[src/hdl/wmf_pkg.sv]
// Shared types and fixed constants of the window majority filter.
package wmf_pkg;

    // Fixed field widths.
    localparam int PIXEL_W = 8;
    localparam int CFG_W   = 11;

    // Line width after reset.
    localparam logic [CFG_W-1:0] LINE_WIDTH_RESET = 11'd720;

    // Control that the pipeline hands to the summing unit with each window column.
    typedef struct packed {
        logic advance;
        logic win_valid;
    } t_s1_ctl;

endpackage

[src/hdl/wmf_sum.sv]
// Column sums, running window sum and the majority decision.
module wmf_sum #(
    parameter int WINDOW = 3
) (
    input  logic                                         i_clk,
    input  logic                                         i_rst_n,
    input  wmf_pkg::t_s1_ctl                             i_ctl,
    input  logic [(WINDOW-1)*wmf_pkg::PIXEL_W-1:0]       i_rows,
    input  logic [wmf_pkg::PIXEL_W-1:0]                  i_pixel,
    output logic                                         o_majority
);

    localparam int LINES = WINDOW - 1;
    localparam int AREA  = WINDOW * WINDOW;
    localparam int CSW   = $clog2(WINDOW * 255 + 1);
    localparam int SW    = $clog2(AREA * 255 + 1);

    logic [CSW-1:0] r_cs [WINDOW];
    logic [SW-1:0]  r_sum;
    logic [CSW-1:0] new_col;
    logic [SW-1:0]  n_sum;

    always_comb begin
        new_col = CSW'(i_pixel);
        for (int r = 0; r < LINES; r++) begin
            new_col = new_col + CSW'(i_rows[r*wmf_pkg::PIXEL_W +: wmf_pkg::PIXEL_W]);
        end
        // The oldest column leaves the window and the new one enters.
        n_sum = r_sum - SW'(r_cs[0]) + SW'(new_col);
    end

    always_ff @(posedge i_clk) begin
        if (!i_rst_n) begin
            r_sum <= '0;
            for (int c = 0; c < WINDOW; c++) begin
                r_cs[c] <= '0;
            end
        end else if (i_ctl.advance) begin
            r_sum <= n_sum;
            for (int c = 0; c < WINDOW - 1; c++) begin
                r_cs[c] <= r_cs[c+1];
            end
            r_cs[WINDOW-1] <= new_col;
        end
    end

    assign o_majority = i_ctl.win_valid && ({n_sum, 1'b0} > (SW + 1)'(AREA));

endmodule

[config.mk]
export PLATFORM = sky130hd
export DESIGN_NAME = wmf_sum
export DESIGN_NICKNAME = d
export VERILOG_FILES = /design/src/hdl/wmf_pkg.sv /design/src/hdl/wmf_sum.sv
export SDC_FILE = /design/constraint.sdc
export NUM_CORES = 1
export LEC_CHECK = 0
export ABC_AREA = 1
export BUFFER_PORTS_ARGS = -buffer_cell sky130_fd_sc_hd__clkbuf_2
export CAP_MARGIN = 20
export CORE_MARGIN = 1
export CORE_UTILIZATION = 45
export CTS_CLUSTER_DIAMETER = 50
export CTS_CLUSTER_SIZE = 40
export DETAILED_ROUTE_END_ITERATION = 12
export PLACE_DENSITY = 0.73
export SLEW_MARGIN = 20
export SYNTH_ARGS = -nofsm -noshare
export SYNTH_HDL_FRONTEND = slang
export SYNTH_SLANG_ARGS = --single-unit
[constraint.sdc]
create_clock -name i_clk -period 5.1 [get_ports i_clk]
set_input_delay 0.255 -clock i_clk [delete_from_list [all_inputs] [get_ports i_clk]]
set_output_delay 0.255 -clock i_clk [all_outputs]
set_load 0.01 [all_outputs]
==> summary.txt <==
Outcome
  • Status: complete, no violations

Timing
  • RSZ-0062 raised after global routing: false
  • Highest Clock Rate: 233 MHz
  • Final setup vio count: 0
  • Max Slew Vio Count: 0
  • Min Tclk post-route: 4290 ps
  • Worst Tran Pin Value: 453 ps
  • Post-route setup slack: 815 ps
  • Rel. slew slack: 0.698
  • Clock skew: 3.22 ps
  • Final Hold Fails: 0
  • Setup TNS: 0 ps
  • Worst hold margin: 314 ps
  • Final Cycle Share: 0.840

Synth
  • Syn Area/Cell: 8.37 um^2
  • Syn_nets: 426
  • Synthesis warning total: 0
  • Netlist Area Pre-Place: 0.00301 mm^2
  • Post-synthesis register bit count: 42
  • Post-synthesis sequential area ratio: 0.379
  • Synth Instances: 360
  • Synth cell types: 27

Global routing
  • Initial antenna violation count: 0
  • Grt ovf: 0
  • First-pass GRT wire length: 9.27 mm
  • GRT Resource Usage Total: 0.164
  • Largest net degree at the start of global routing: 39
  • Vias in the first global route: 2213

Setup path
  • Worst setup path class: in -> out
  • Largest stage delay, worst path: 520 ps
  • Crit path buf inv count: 8
  • Worst setup EP type: output port
  • Worst setup SP type: input pin
  • CP max stage cell: fa_1
  • CP max FO: 5
  • Delay-heaviest family, CP: adder cells
  • CP arrival: 4030 ps
  • Crit path required time: 4850 ps

Floorplan
  • Die H: 83.8 um
  • Die width: 83.8 um
  • Initial Util: 0.469
  • Die footprint: 0.00703 mm^2
  • Top-level port count: 29
  • Core area: 0.00642 mm^2
  • Row count: 29

Cells and area
  • Multi-input gate area: 0.00151 mm^2
  • Fill cells: 598
  • FF/Latch Area: 0.00114 mm^2
  • Diode count: 0
  • Area delta synth->final: 11.1%
  • Final net count: 458
  • Layout cells sized above 1: 0.160

Placed design
  • Placement Setup Slack: 764 ps
  • Port Buffers: 28
  • GPL Wtd Cong: 0.854
  • DP Wirelength: 4.13 mm

Power
  • Power density cells: 604 mW/mm^2
  • Switching Fraction: 0.475
  • Clk pwr share: 0.128
  • Worst ir drop on vdd: 0.000222 V
  • P_int: 1060 uW
  • Gate power share: 0.653
  • Psw: 962 uW
  • Sequential share of power: 0.219
  • Total power: 2020 uW
  • Lkg Pwr: 0.00171 uW

CTS
  • Post-CTS sizing: 0
  • Worst-skew pair later-pin latency: 290 ps
  • CTS tree: yes
  • Root buf cell: clkbuf_8
  • Clk slew on worst S/H paths: 80 ps
  • Clock tree sinks: 42
  • # hold bufs at CTS: 0
  • Post-CTS setup buffers: 0
  • CTS buffer count: 5
  • # H-tree levels: 2
  • Bufs on Longest Clock Path: 2

Route
  • Wire length on met3: 148 um
  • # DRC: 0
  • Post-Route WL: 5.06 mm
  • DR pass1 iterations: 4
  • Wirelength per Cell: 10.8 um
  • Initial DRC count: 82
  • Post-route ant nets: 0
  • Routed vias: 2226
  • Vias per std cell: 4.74
  • Top sig layer: met4
  • Met1 Routed Length: 2.45 mm
  • Met2 wire length: 2.33 mm

Flow run
  • Max Cap Violations: 0

Min path
  • Hold WC Path Type: in -> reg
[final cells by class]
cell class	instances	area share
timing repair buffer	30	0.0463
tap	77	0.0288
clock buffer	6	0.0217
inverter	90	0.101
multi-input combinational	223	0.451
sequential	42	0.341
clock inverter	2	0.0112
[layer usage]
metal | vias up | GRT usage
li1 | 1167 | -
met4 | 0 | 0.0596
met2 | 37 | 0.282
met5 | - | 0
met1 | 1013 | 0.207
met3 | 9 | 0.0277
[worst reg2reg max path, cell delays in order, from the launching register on]
cell,delay (ps)
edfxtp_1,360
inv_1,80
fa_1,470
fa_1,520
nand3_1,160
nand2_2,100
a21oi_2,140
xnor2_1,160
nand2_1,80
o21ai_0,90
[path summary, 6_finish.rpt]
check,to,start,depth (start not counted),slack [ps]
setup / recovery,o_majority,i_rows[1],26,810
setup reg to reg,r_sum[6]$_SDFFE_PN0P_,r_cs[0][1]$_SDFFCE_PN0P_,9,2860
hold / removal,r_sum[8]$_SDFFE_PN0P_,i_rst_n,3,310
hold reg to reg,r_sum[11]$_SDFFE_PN0P_,r_sum[11]$_SDFFE_PN0P_,2,490
[power groups by stage]
stage	combinational, uW	sequential, uW	clock (uW)
after floorplan	1090	446	0
after global placement	1290	449	0
after detailed placement	1320	451	0
after CTS	1330	444	265
after global routing	1520	450	281
final	1320	443	259
[state kept, by name, indices dropped and copies added (netlist names)]
register and flops:
r_sum 12, r_cs 30
[logic make-up after synthesis]
logic type,Yosys count,synth area share
and+or+nand+nor,153,0.228
buffers and inverters,95,0.121
DFF,42,0.379
adders and majority gates,38,0.205
AOI/OAI and AO/OA,25,0.0473
xor gates and xnor gates,7,0.0203
[metrics by stage]
step	instances	cell area (um^2)	utilization
6_report	470	3350	0.522
5_1_grt	470	3350	0.522
4_1_cts	470	3350	0.522
3_5_place_dp	462	3240	0.504
3_3_place_gp	462	3240	0.504
2_1_floorplan	360	3010	-
[cells in the final DEF, fill, tap and decap left out, drive strengths merged, types with 4 or more instances in the layout]
cell type,instances
inv,90
nand2,79
nor2,41
clkbuf,34
edfxtp,30
nand3,24
fa,19
ha,19
dfxtp,12
a21oi,11
o21ai,10
nand4,5
xnor2,4
[synth_stat cells, drive strengths merged]
| cell | n | share of area |
|---|---|---|
| nand4 | 5 | 0.010 |
| dfxtp | 12 | 0.080 |
| inv | 90 | 0.11 |
| fa | 19 | 0.13 |
| edfxtp | 30 | 0.30 |
| o22ai | 2 | 0.0042 |
| o21ai | 10 | 0.017 |
| a21o | 1 | 0.0025 |
| xor2 | 3 | 0.0087 |
| a21oi | 11 | 0.022 |
| a31oi | 1 | 0.0021 |
| or2 | 2 | 0.0050 |
| nand3b | 2 | 0.0050 |
| xnor2 | 4 | 0.012 |
| ha | 19 | 0.079 |
| nand3 | 24 | 0.048 |
| clkbuf | 4 | 0.0050 |
| nand2 | 79 | 0.11 |
| buf | 1 | 0.0037 |
| nor2 | 41 | 0.054 |
Note: power is estimated with default switching activity, not from simulation.
