[config.mk]
export PLATFORM = sky130hd
export DESIGN_NAME = wmf_scan
export DESIGN_NICKNAME = d
export VERILOG_FILES = /design/src/hdl/wmf_pkg.sv /design/src/hdl/wmf_scan.sv
export SDC_FILE = /design/constraint.sdc
export NUM_CORES = 1
export LEC_CHECK = 0
export ABC_AREA = 1
export BUFFER_PORTS_ARGS = -buffer_cell sky130_fd_sc_hd__buf_2
export CAP_MARGIN = 20
export CORE_MARGIN = 2
export CORE_UTILIZATION = 59
export DETAILED_ROUTE_END_ITERATION = 10
export PLACE_DENSITY = 0.9
export SLEW_MARGIN = 30
export SYNTH_ARGS = -nofsm -noshare
export SYNTH_HDL_FRONTEND = slang
export SYNTH_SLANG_ARGS = --single-unit
[constraint.sdc]
create_clock -name i_clk -period 6.5 [get_ports i_clk]
set_input_delay 0.65 -clock i_clk [delete_from_list [all_inputs] [get_ports i_clk]]
set_output_delay 0.65 -clock i_clk [all_outputs]
set_load 0.02 [all_outputs]
[src/hdl/wmf_pkg.sv]
// Shared types and fixed constants of the window majority filter.
package wmf_pkg;

    // Fixed field widths.
    localparam int PIXEL_W = 8;
    localparam int CFG_W   = 11;

    // Line width after reset.
    localparam logic [CFG_W-1:0] LINE_WIDTH_RESET = 11'd720;

    // Control that the pipeline hands to the summing unit with each window column.
    typedef struct packed {
        logic advance;
        logic win_valid;
    } t_s1_ctl;

endpackage

[src/hdl/wmf_scan.sv]
// Column and row position tracking of the raster scan.
module wmf_scan #(
    parameter int WINDOW    = 3,
    parameter int MAX_WIDTH = 1024
) (
    input  logic                         i_clk,
    input  logic                         i_rst_n,
    input  logic                         i_accept,
    input  logic                         i_frame_start,
    input  logic [wmf_pkg::CFG_W-1:0]    i_line_width,
    output logic [$clog2(MAX_WIDTH)-1:0] o_col,
    output logic                         o_win_valid
);

    localparam int AW = $clog2(MAX_WIDTH);
    localparam int RW = $clog2(WINDOW);
    localparam int EW = (AW + 1 > wmf_pkg::CFG_W) ? AW + 1 : wmf_pkg::CFG_W;

    logic [AW-1:0] r_col;
    logic [AW-1:0] n_col;
    logic [RW-1:0] r_row;
    logic [RW-1:0] n_row;
    logic [AW-1:0] cur_col;
    logic [RW-1:0] cur_row;
    logic [EW-1:0] width_eff;
    logic [EW-1:0] col_inc;

    always_comb begin
        cur_col = i_frame_start ? '0 : r_col;
        cur_row = i_frame_start ? '0 : r_row;

        // A width of zero acts as one; widths beyond the store are clamped.
        if (i_line_width == '0) begin
            width_eff = EW'(1);
        end else if (EW'(i_line_width) > EW'(MAX_WIDTH)) begin
            width_eff = EW'(MAX_WIDTH);
        end else begin
            width_eff = EW'(i_line_width);
        end

        col_inc = EW'(cur_col) + EW'(1);
        n_row   = cur_row;
        if (col_inc >= width_eff) begin
            n_col = '0;
            if (cur_row < RW'(WINDOW - 1)) begin
                n_row = cur_row + RW'(1);
            end
        end else begin
            n_col = col_inc[AW-1:0];
        end
    end

    always_ff @(posedge i_clk) begin
        if (!i_rst_n) begin
            r_col <= '0;
            r_row <= '0;
        end else if (i_accept) begin
            r_col <= n_col;
            r_row <= n_row;
        end
    end

    assign o_col       = cur_col;
    assign o_win_valid = (cur_col >= AW'(WINDOW - 1)) && (cur_row >= RW'(WINDOW - 1));

endmodule

==> results of run 1 <==
cell usage in the layout (no fill, tap or decap), types with 2 or more instances in the layout:
cell and instances:
sky130_fd_sc_hd__xor2_1 2, sky130_fd_sc_hd__a21oi_1 12, sky130_fd_sc_hd__ha_1 14, sky130_fd_sc_hd__nand2_1 68
sky130_fd_sc_hd__nand2_4 2, sky130_fd_sc_hd__dfxtp_1 12, sky130_fd_sc_hd__nor2_4 2, sky130_fd_sc_hd__clkbuf_4 3
sky130_fd_sc_hd__inv_2 4, sky130_fd_sc_hd__o21ai_0 2, sky130_fd_sc_hd__nor2_1 17, sky130_fd_sc_hd__nor4_1 4
sky130_fd_sc_hd__nor2_2 3, sky130_fd_sc_hd__buf_2 25, sky130_fd_sc_hd__nand3_1 11, sky130_fd_sc_hd__nor3_2 2
sky130_fd_sc_hd__inv_1 29, sky130_fd_sc_hd__a21oi_2 2, sky130_fd_sc_hd__nor2_8 4
worst max-delay path: cells and delay by family:
family / cells / cell delay, ns
AO/OA/AOI/OAI: 1 / 0.18
adder cells (fa/ha/maj): 2 / 0.56
buffers and inverters: 3 / 0.44
AND/OR/NAND/NOR: 11 / 1.73
final cells by class:
type                       instances  area [um2]  share of cell area (%)
multi-input combinational        154         936                    62.5
tap                               28        35.0                    2.34
timing repair buffer              25         125                    8.36
clock buffer                       4        36.3                    2.42
inverter                          33         124                    8.28
sequential                        12         240                    16.1
sequential cells by signal (all words and copies together), names as in the netlist:
register  count
r_col        10
r_row         2
routing by layer:
metal	vias to the layer above	GRT usage, %
met1	585	31.7
met2	59	46.1
met3	10	2.05
met4	0	16.7
met5	-	0
li1	685	-
report_power, final:
part | internal (W) | switching, W
Combinational | 0.0000104 | 0.0000215
Sequential | 0.0000745 | 0.00000108
Clock | 0.0000341 | 0.0000262
Yosys cell counts, types with 2 or more instances:
library cell,number,area [um2]
sky130_fd_sc_hd__dfxtp_1,12,240
sky130_fd_sc_hd__nand2_1,68,255
sky130_fd_sc_hd__inv_1,29,109
sky130_fd_sc_hd__o21ai_0,2,10.0
sky130_fd_sc_hd__inv_2,4,15.0
sky130_fd_sc_hd__xor2_1,2,17.5
sky130_fd_sc_hd__nor2_4,2,22.5
sky130_fd_sc_hd__ha_1,14,175
sky130_fd_sc_hd__a21oi_1,12,60.1
sky130_fd_sc_hd__nor3_2,2,20.0
sky130_fd_sc_hd__a21oi_2,2,17.5
sky130_fd_sc_hd__nor2_2,3,18.8
sky130_fd_sc_hd__nand2_4,2,22.5
sky130_fd_sc_hd__nand3_1,11,55.1
sky130_fd_sc_hd__nor4_1,4,25.0
sky130_fd_sc_hd__nor2_1,17,63.8
sky130_fd_sc_hd__nor2_8,4,80.1
sky130_fd_sc_hd__clkbuf_1,2,7.51
cells by family (layout without fill, tap and decap cells):
kind of cell | Yosys count | count (layout) | share of synthesized area [%]
AO/OA/AOI/OAI | 17 | 17 | 7.12
XOR/XNOR | 4 | 4 | 3.23
adder cells (fa/ha/maj) | 14 | 14 | 13.3
buffers and inverters | 36 | 62 | 10.8
flip-flops | 12 | 12 | 18.2
AND/OR/NAND/NOR | 119 | 119 | 47.3
through the flow:
stage	util, %	setup WS [ns]
floorplan	-	3.29
global placement	67.3	3.06
detailed placement	67.3	2.91
CTS	69.0	3.18
global route	69.0	2.87
finish	69.0	3.13
final timing paths:
path	slack, ns	from	to
setup / recovery	3.13	i_frame_start	r_col[5]
hold reg to reg	0.47	r_col[6]	r_col[6]
setup reg to reg	3.38	r_col[0]	r_col[5]
hold / removal	0.47	r_col[6]	r_col[6]
==> metrics.txt, run 1 <==
fraction of final layout cells with drive strength greater than 1 23.2%; length in cells of the worst reg-to-reg path 17; syn avg cell area 6.53 um2; commonest register cell after synthesis sky130_fd_sc_hd__dfxtp_1; post-layout instance count excluding filler cells 256; Layout area overhead 13.5%; final wirelength 3140 um; Worst IR Drop VDD 0.0686 mV; total length of routed met2 wires 1510 um; clock latency at the later pin of the worst-skew pair 0.28 ns; clock tree from TritonCTS done; flip-flop and latch count after synthesis 12; path type of the worst setup path in2reg; wire length on met3 191 um; Mapped Nets 231; Die ar. 0.00263 mm2; floorplan core area 0.00217 mm2; Worst-path clk slew 0.08 ns; global-route wire length before repair 5250 um; cells resized by post-CTS repair 0; total number of H-tree levels 1; final setup violation count 0; leakage power 0.816 nW; number of unique standard cell types used by synthesis 28; final worst path period share 51.9%; initial antenna violation count 0; final hold violation count 0; initial cell density of the core 60.8%; largest net degree at the start of global routing 14; Design Area, Final 0.00150 mm2; post-route setup TNS 0 ns; routed metal-1 wire length 1350 um; worst endpoint required time 6.69 ns; part of the Yosys area used for sequential elements 18.2%; setup repair after global routing missed its margin false; worst slew margin relative to its limit 63.4%; Boundary Pins 26; run status finished clean; Starting DRT DRC Count 44; Max stage delay cell, worst path sky130_fd_sc_hd__nor2_1; kind of end point of the critical path flip-flop; critical path launch point type input pin; number of nets still failing antenna checks after routing 0; setup fix buffers added after clock tree synthesis 0; number of vias per cell after detailed routing 5.23; Root Buffer Master sky130_fd_sc_hd__clkbuf_4; Tmin final 3.37 ns; transition time at the pin with the least slew margin 0.550 ns; top sig layer met4; grt ovf 0; worst-case clock buffer depth 2; number of sinks driven by the clock tree 12; placement-stage cell area 0.00146 mm2; ANT cells 0; Buffers on Ports 25; Final Power 0.000168 W; worst path cell trace buf_2 -> nor2_1 -> ha_1 -> nand3_2 -> inv_1 -> nand2_1 -> nor3_1 -> ha_1 -> nand2_1 -> inv_1 -> nand2_1 -> nand2_1 -> nor2_1 -> nand3_1 -> nor2_2 -> nand2_1 -> a21oi_1; area of the mapped netlist 0.00132 mm2; Horiz. Die Dim 51.3 um; fillers 208; Hold Path Class reg2reg; final worst clock skew 0.00263 ns; Slew Limit Fails 0; half-perimeter wire length after detailed placement 2510 um; Pre-Repair DR Iteration Count 5; count of warnings emitted by yosys 0; PD cells 112 mW/mm2; final-layout worst hold slack 0.472 ns; vias after detailed routing 1339; Worst Hold Path Cells 2; via count of the first global-routing pass 1268; final weighted congestion of routability-driven global placement 0.895; Routed wire per std cell 12.3 um; post-layout net count 258; GR Util All Layers 26.6%; drc violations 0; data arrival time at the worst-slack endpoint 3.57 ns; largest incremental delay on the critical path 0.43 ns; hold buffers post-CTS 0; CTS Buf Count 3; maximum clock frequency 297 MHz; number of maximum-capacitance constraint violations 0; CP Max Fanout 10; EDFF count, synth 0; post-placement cell count 252; row count 17; Syn Inst Count 202; Async S/R FF share, synth 0%; Vert. Die Dim 51.3 um; most frequent cell on the critical path sky130_fd_sc_hd__nand2_1
Power figures use the tool's default switching activity.
==> run 2: changes to the inputs <==
Settings changed: ABC_AREA 1 to 0, CORE_UTILIZATION 59 to 54, PLACE_DENSITY 0.9 to 0.85.
Clock period 6.5 ns to 3.5 ns, I/O delays scaled along.
==> run 2 against run 1 <==
Compared with the run above:
- via count fell by 15%
- wire length decreased by 12%
- design area shrank 11%
- highest routed layer unchanged
- non-clock buffer count unchanged
- total power up 65%
- first-iteration DRC count decreased by 23%
==> metrics.txt, run 2 <==
setup slack of the worst register-to-register path 0.45 ns; endpoint of the lowest-slack register-to-register path r_col[8]; kind of end point of the critical path flip-flop; half-perimeter wire length after detailed placement 2160 um; proportion of power drawn by the clock network 31.1%; grt ovf 0; syn avg cell area 8.10 um2; Root Buffer Master sky130_fd_sc_hd__clkbuf_4; final weighted congestion of routability-driven global placement 0.887; number of unique standard cell types used by synthesis 36; number of sinks driven by the clock tree 12; drc violations 0; vias after detailed routing 1134; Vert. Die Dim 50.5 um; worst endpoint required time 3.66 ns; CTS Buf Count 3; largest net degree at the start of global routing 26; row count 16; worst slew margin relative to its limit 69.8%; top register by number of flip-flops r_col; Syn Inst Count 144; hold buffers post-CTS 0; critical path launch point type flip-flop; Mapped Nets 173; area of the mapped netlist 0.00117 mm2; most area-hungry cell type in the Yosys netlist sky130_fd_sc_hd__dfxtp_1; setup fix buffers added after clock tree synthesis 0; transition time at the pin with the least slew margin 0.454 ns; post-layout net count 198; CP Max Fanout 4; final worst clock skew 0.00218 ns; fraction of post-synthesis cell area in the top cell type by area 20.6%; initial antenna violation count 0; via count of the first global-routing pass 1009; start of the worst register-to-register path r_col[1]; GR Util All Layers 23.6%; max reg flops 10; Die ar. 0.00255 mm2; data arrival time at the worst-slack endpoint 3.21 ns; fillers 178; number of maximum-capacitance constraint violations 0; run status finished clean; clock tree from TritonCTS done; Hold Path Class in2reg; Worst IR Drop VDD 0.188 mV; part of the Yosys area used for sequential elements 20.6%; floorplan core area 0.00200 mm2; Layout area overhead 13.8%; maximum clock frequency 328 MHz; final wirelength 2770 um; Psw 0.0000777 W; largest cells by area after synthesis sky130_fd_sc_hd__dfxtp_1, sky130_fd_sc_hd__ha_1, sky130_fd_sc_hd__a21boi_1; clock latency at the later pin of the worst-skew pair 0.27 ns; flip-flop and latch count after synthesis 12; EDFF count, synth 0; commonest cells after routing, fill and taps aside sky130_fd_sc_hd__buf_2, sky130_fd_sc_hd__nand2_1, sky130_fd_sc_hd__ha_1; most common cell after layout, fill and taps aside sky130_fd_sc_hd__buf_2; share of power burned in registers 50.8%; Horiz. Die Dim 50.5 um; net switching share of the total power 28.1%; cells resized by post-CTS repair 0; global-route wire length before repair 4570 um; Slew Limit Fails 0; final hold violation count 0; Routed wire per std cell 14.3 um; commonest register cell after synthesis sky130_fd_sc_hd__dfxtp_1; total number of H-tree levels 1; Starting DRT DRC Count 34; setup repair after global routing missed its margin false; Pre-Repair DR Iteration Count 4; leading cell type by number of instances after synthesis sky130_fd_sc_hd__nand2_1; post-route setup TNS 0 ns; Tmin final 3.05 ns; ANT cells 0; count of warnings emitted by yosys 0; path type of the worst setup path reg2reg; Boundary Pins 26; initial cell density of the core 58.2%; combinational fraction of design power 18.2%; length in cells of the worst reg-to-reg path 12; number of nets still failing antenna checks after routing 0; leakage power 0.666 nW; Async S/R FF share, synth 0%; number of vias per cell after detailed routing 5.85; PD cells 208 mW/mm2; fraction of final layout cells with drive strength greater than 1 24.6%; beginning of the critical path r_col[1]; internal power contribution 0.000198 W; final setup violation count 0; top cell types by occurrence after synthesis sky130_fd_sc_hd__nand2_1, sky130_fd_sc_hd__ha_1, sky130_fd_sc_hd__dfxtp_1; Top Registers r_col (10), r_row (2); Worst-path clk slew 0.08 ns; worst-case clock buffer depth 2; final worst path period share 87.1%; Buffers on Ports 25; end point of the critical path r_col[8]; Final Power 0.000276 W
[run 2: layer usage]
metal / up-vias / part of all wire, % / GRT usage, %
met2: 35 / 46 / 38.8
met3: 4 / 3.9 / 2.68
met4: 0 / 1.3 / 8.56
li1: 568 / - / -
met5: - / 0 / 0
met1: 527 / 48 / 31.8
[run 2: worst min-delay path by stage]
stage,depth (start not counted),endpoint,slack [ns],start
2_1_floorplan,2,r_col[6],0.46,r_col[6]
3_3_place_gp,2,r_col[6],0.47,r_col[6]
3_5_place_dp,2,r_col[6],0.47,r_col[6]
4_1_cts,2,r_col[1],0.45,i_rst_n
5_1_grt,2,r_col[2],0.47,i_rst_n
6_report,2,r_col[6],0.45,i_rst_n
[run 2: critical path, cell delays in order, from the launching register on]
cell and delay [ns]:
sky130_fd_sc_hd__dfxtp_1 0.41, sky130_fd_sc_hd__nor2b_1 0.31, sky130_fd_sc_hd__ha_1 0.25, sky130_fd_sc_hd__nand4b_1 0.17, sky130_fd_sc_hd__nor2_2 0.18, sky130_fd_sc_hd__and3_4 0.21, sky130_fd_sc_hd__xor2_2 0.08, sky130_fd_sc_hd__ha_1 0.30
sky130_fd_sc_hd__nand4_1 0.14, sky130_fd_sc_hd__nor3_1 0.34, sky130_fd_sc_hd__a21o_1 0.22, sky130_fd_sc_hd__nor2_1 0.08, sky130_fd_sc_hd__a41o_1 0.25
[run 2: area by class of cell]
cell class	instances	area, um2	share of cell area [%]
inverters	4	15.0	1.13
flip-flops and latches	12	240	18.1
clock buffers	3	22.5	1.70
well taps	27	33.8	2.54
multi-input cells	123	891	67.1
repair buffers	25	125	9.43
[run 2: power by group through the flow]
stage | sequential (W) | combinational, W | clock (W)
after global placement | 0.000143 | 0.0000481 | 0
after detailed placement | 0.000143 | 0.0000496 | 0
final | 0.000140 | 0.0000502 | 0.0000858
after CTS | 0.000140 | 0.0000500 | 0.0000883
after floorplan | 0.000143 | 0.0000320 | 0
after global routing | 0.000141 | 0.0000569 | 0.0000916
[run 2: cells by family after synthesis]
kind of cell	count (synthesis)	synth area share, %
XOR/XNOR	8	7.30
flip-flops	12	20.6
AO/OA/AOI/OAI	27	15.9
AND/OR/NAND/NOR	74	38.2
buffers and inverters	9	3.00
adder cells (fa/ha/maj)	14	15.0
[run 2: through the flow]
step	hold slack, ns	setup slack [ns]	utilization [%]	cell area [um2]	cells
after floorplan	0.458	0.444	-	1170	144
after global placement	0.470	0.454	65.2	1310	191
after detailed placement	0.473	0.350	65.2	1310	191
after CTS	0.446	0.481	66.3	1330	194
after global routing	0.468	0.160	66.3	1330	194
final	0.448	0.450	66.3	1330	194
==> run 3: changes to the inputs <==
Settings changed: GPL_TIMING_DRIVEN from default to 0.
==> run 3 against run 2 <==
Compared with the run above:
- hold slack got worse by 0.067 ns
- clock skew rose by 0.00082 ns
- non-clock buffer count is 5 higher
- sequential share of layout area shrank 0.45 points
- combinational power grew 4.8%
- final cell count is 3.1% higher
- total power up 11%
- die area unchanged
- maximum frequency down 1.0%
- clock power grew 32%
- critical path depth rose by 3
- wire length rose by 5.6%
- critical path type is now in2reg
- critical endpoint unchanged
==> metrics.txt, run 3 (synthesis results as in run 2) <==
global-route wire length before repair 4690 um; total number of H-tree levels 1; Top Registers r_col (10), r_row (2); ANT cells 0; Root Buffer Master sky130_fd_sc_hd__clkbuf_4; worst endpoint required time 3.67 ns; vias after detailed routing 1171; start of the worst register-to-register path r_col[1]; hold buffers post-CTS 0; kind of end point of the critical path flip-flop; Hold Path Class in2reg; worst slew margin relative to its limit 70.5%; setup slack of the worst register-to-register path 0.48 ns; final worst path period share 88.0%; final worst clock skew 0.00300 ns; Max stage delay cell, worst path sky130_fd_sc_hd__nor3_1; Buffers on Ports 25; GR Util All Layers 24.2%; Psw 0.0000826 W; Multi-input gate area 891 um2; Routed wire per std cell 14.6 um; setup repair after global routing missed its margin false; half-perimeter wire length after detailed placement 2380 um; combinational fraction of design power 17.2%; fillers 173; final setup violation count 0; top register by number of flip-flops r_col; post-layout net count 203; number of sinks driven by the clock tree 12; length in cells of the worst reg-to-reg path 12; CTS Buf Count 3; run status finished clean; most common cell after layout, fill and taps aside sky130_fd_sc_hd__buf_2; beginning of the critical path i_frame_start; final wirelength 2920 um; drc violations 0; fraction of final layout cells with drive strength greater than 1 24.9%; Slew Limit Fails 0; Die ar. 0.00255 mm2; worst-case clock buffer depth 2; CP Max Fanout 10; via count of the first global-routing pass 1120; end point of the worst hold path r_col[9]; clock latency at the later pin of the worst-skew pair 0.28 ns; transition time at the pin with the least slew margin 0.442 ns; proportion of power drawn by the clock network 36.9%; Worst IR Drop VDD 0.278 mV; number of vias per cell after detailed routing 5.86; clock tree from TritonCTS done; Tmin final 3.08 ns; setup fix buffers added after clock tree synthesis 0; number of nets still failing antenna checks after routing 0; data arrival time at the worst-slack endpoint 3.25 ns; largest incremental delay on the critical path 0.34 ns; final weighted congestion of routability-driven global placement 0.883; initial antenna violation count 0; Worst Hold Path Cells 2; PD cells 225 mW/mm2; placement-stage cell area 0.00133 mm2; Worst-path clk slew 0.08 ns; Layout area overhead 16.7%; cells resized by post-CTS repair 0; worst path cell trace buf_2 -> buf_2 -> nand2b_1 -> inv_1 -> ha_1 -> nand4b_1 -> nor2_2 -> and3_4 -> and3_2 -> ha_1 -> nand4_1 -> nor3_1 -> a21o_1 -> nor2_1 -> a41o_1; initial cell density of the core 58.2%; leakage power 0.682 nW; net switching share of the total power 27.0%; row count 16; commonest cells after routing, fill and taps aside sky130_fd_sc_hd__buf_2, sky130_fd_sc_hd__nand2_1, sky130_fd_sc_hd__ha_1; max reg flops 10; path type of the worst setup path in2reg; Design Area, Final 0.00136 mm2; crit path buf inv count 3; floorplan core area 0.00200 mm2; internal power contribution 0.000223 W; register area 240 um2; final hold violation count 0; cell family with most CP delay simple AND/OR/NAND/NOR gates; Boundary Pins 26; share of power burned in registers 45.9%; largest net degree at the start of global routing 11; post-layout instance count excluding filler cells 200; Starting DRT DRC Count 33; Horiz. Die Dim 50.5 um; number of maximum-capacitance constraint violations 0; maximum clock frequency 325 MHz; post-route setup TNS 0 ns; Pre-Repair DR Iteration Count 4; grt ovf 0; critical path launch point type input pin; post-placement cell count 196; endpoint of the lowest-slack register-to-register path r_col[8]; launch instance of the worst min-delay path i_rst_n; Vert. Die Dim 50.5 um
==> run 3: changes by cell type in the layout (fill, tap and decap cells not counted), sizes merged <==
cell and change:
clkbuf +4, buf +2
==> run 3: power groups by stage <==
| stage | clock network (W) | registers (W) | logic, W |
|---|---|---|---|
| finish | 0.000113 | 0.000140 | 0.0000526 |
| global route | 0.000120 | 0.000140 | 0.0000592 |
| CTS | 0.000115 | 0.000140 | 0.0000526 |
| detailed placement | 0 | 0.000143 | 0.0000523 |
| global placement | 0 | 0.000143 | 0.0000495 |
| floorplan | 0 | 0.000143 | 0.0000320 |
==> run 3: stage by stage <==
stage / utilization (%) / worst slack (ns) / power (W) / hold WS [ns]
after global routing: 68.0 / 0.196 / 0.000320 / 0.400
after floorplan: - / 0.444 / 0.000175 / 0.458
final: 68.0 / 0.419 / 0.000306 / 0.382
after global placement: 66.2 / 0.246 / 0.000193 / 0.472
after detailed placement: 66.2 / 0.146 / 0.000196 / 0.484
after CTS: 68.0 / 0.430 / 0.000307 / 0.377
==> run 3: layout make-up <==
type | instances | share of cell area, %
multi-input cells | 123 | 65.4
clock buffers | 4 | 2.67
plain buffers | 5 | 1.47
well taps | 27 | 2.48
inverters | 4 | 1.10
flip-flops and latches | 12 | 17.6
repair buffers | 25 | 9.19
==> run 3: how the worst max path moves through the flow <==
stage,end,cells after the start
final,r_col[8],15
after floorplan,r_col[8],13
after global placement,r_col[8],15
after global routing,r_col[8],15
after CTS,r_col[8],15
after detailed placement,r_col[8],15
==> run 3: worst register-to-register path, stage by stage, from the launching register on <==
cell                       delay, ns
sky130_fd_sc_hd__dfxtp_1        0.41
sky130_fd_sc_hd__nor2b_1        0.29
sky130_fd_sc_hd__ha_1           0.24
sky130_fd_sc_hd__nand4b_1       0.17
sky130_fd_sc_hd__nor2_2         0.18
sky130_fd_sc_hd__and3_4         0.21
sky130_fd_sc_hd__xor2_2         0.08
sky130_fd_sc_hd__ha_1           0.30
sky130_fd_sc_hd__nand4_1        0.15
sky130_fd_sc_hd__nor3_1         0.34
sky130_fd_sc_hd__a21o_1         0.21
sky130_fd_sc_hd__nor2_1         0.08
sky130_fd_sc_hd__a41o_1         0.25
==> run 3: metal layers <==
layer,global-route usage [%],share of wire (%),routed length [um]
met1,27.1,42,1220
met2,45.4,52,1510
met3,2.98,3.8,111
met4,10.4,2.8,81
met5,0,0,0
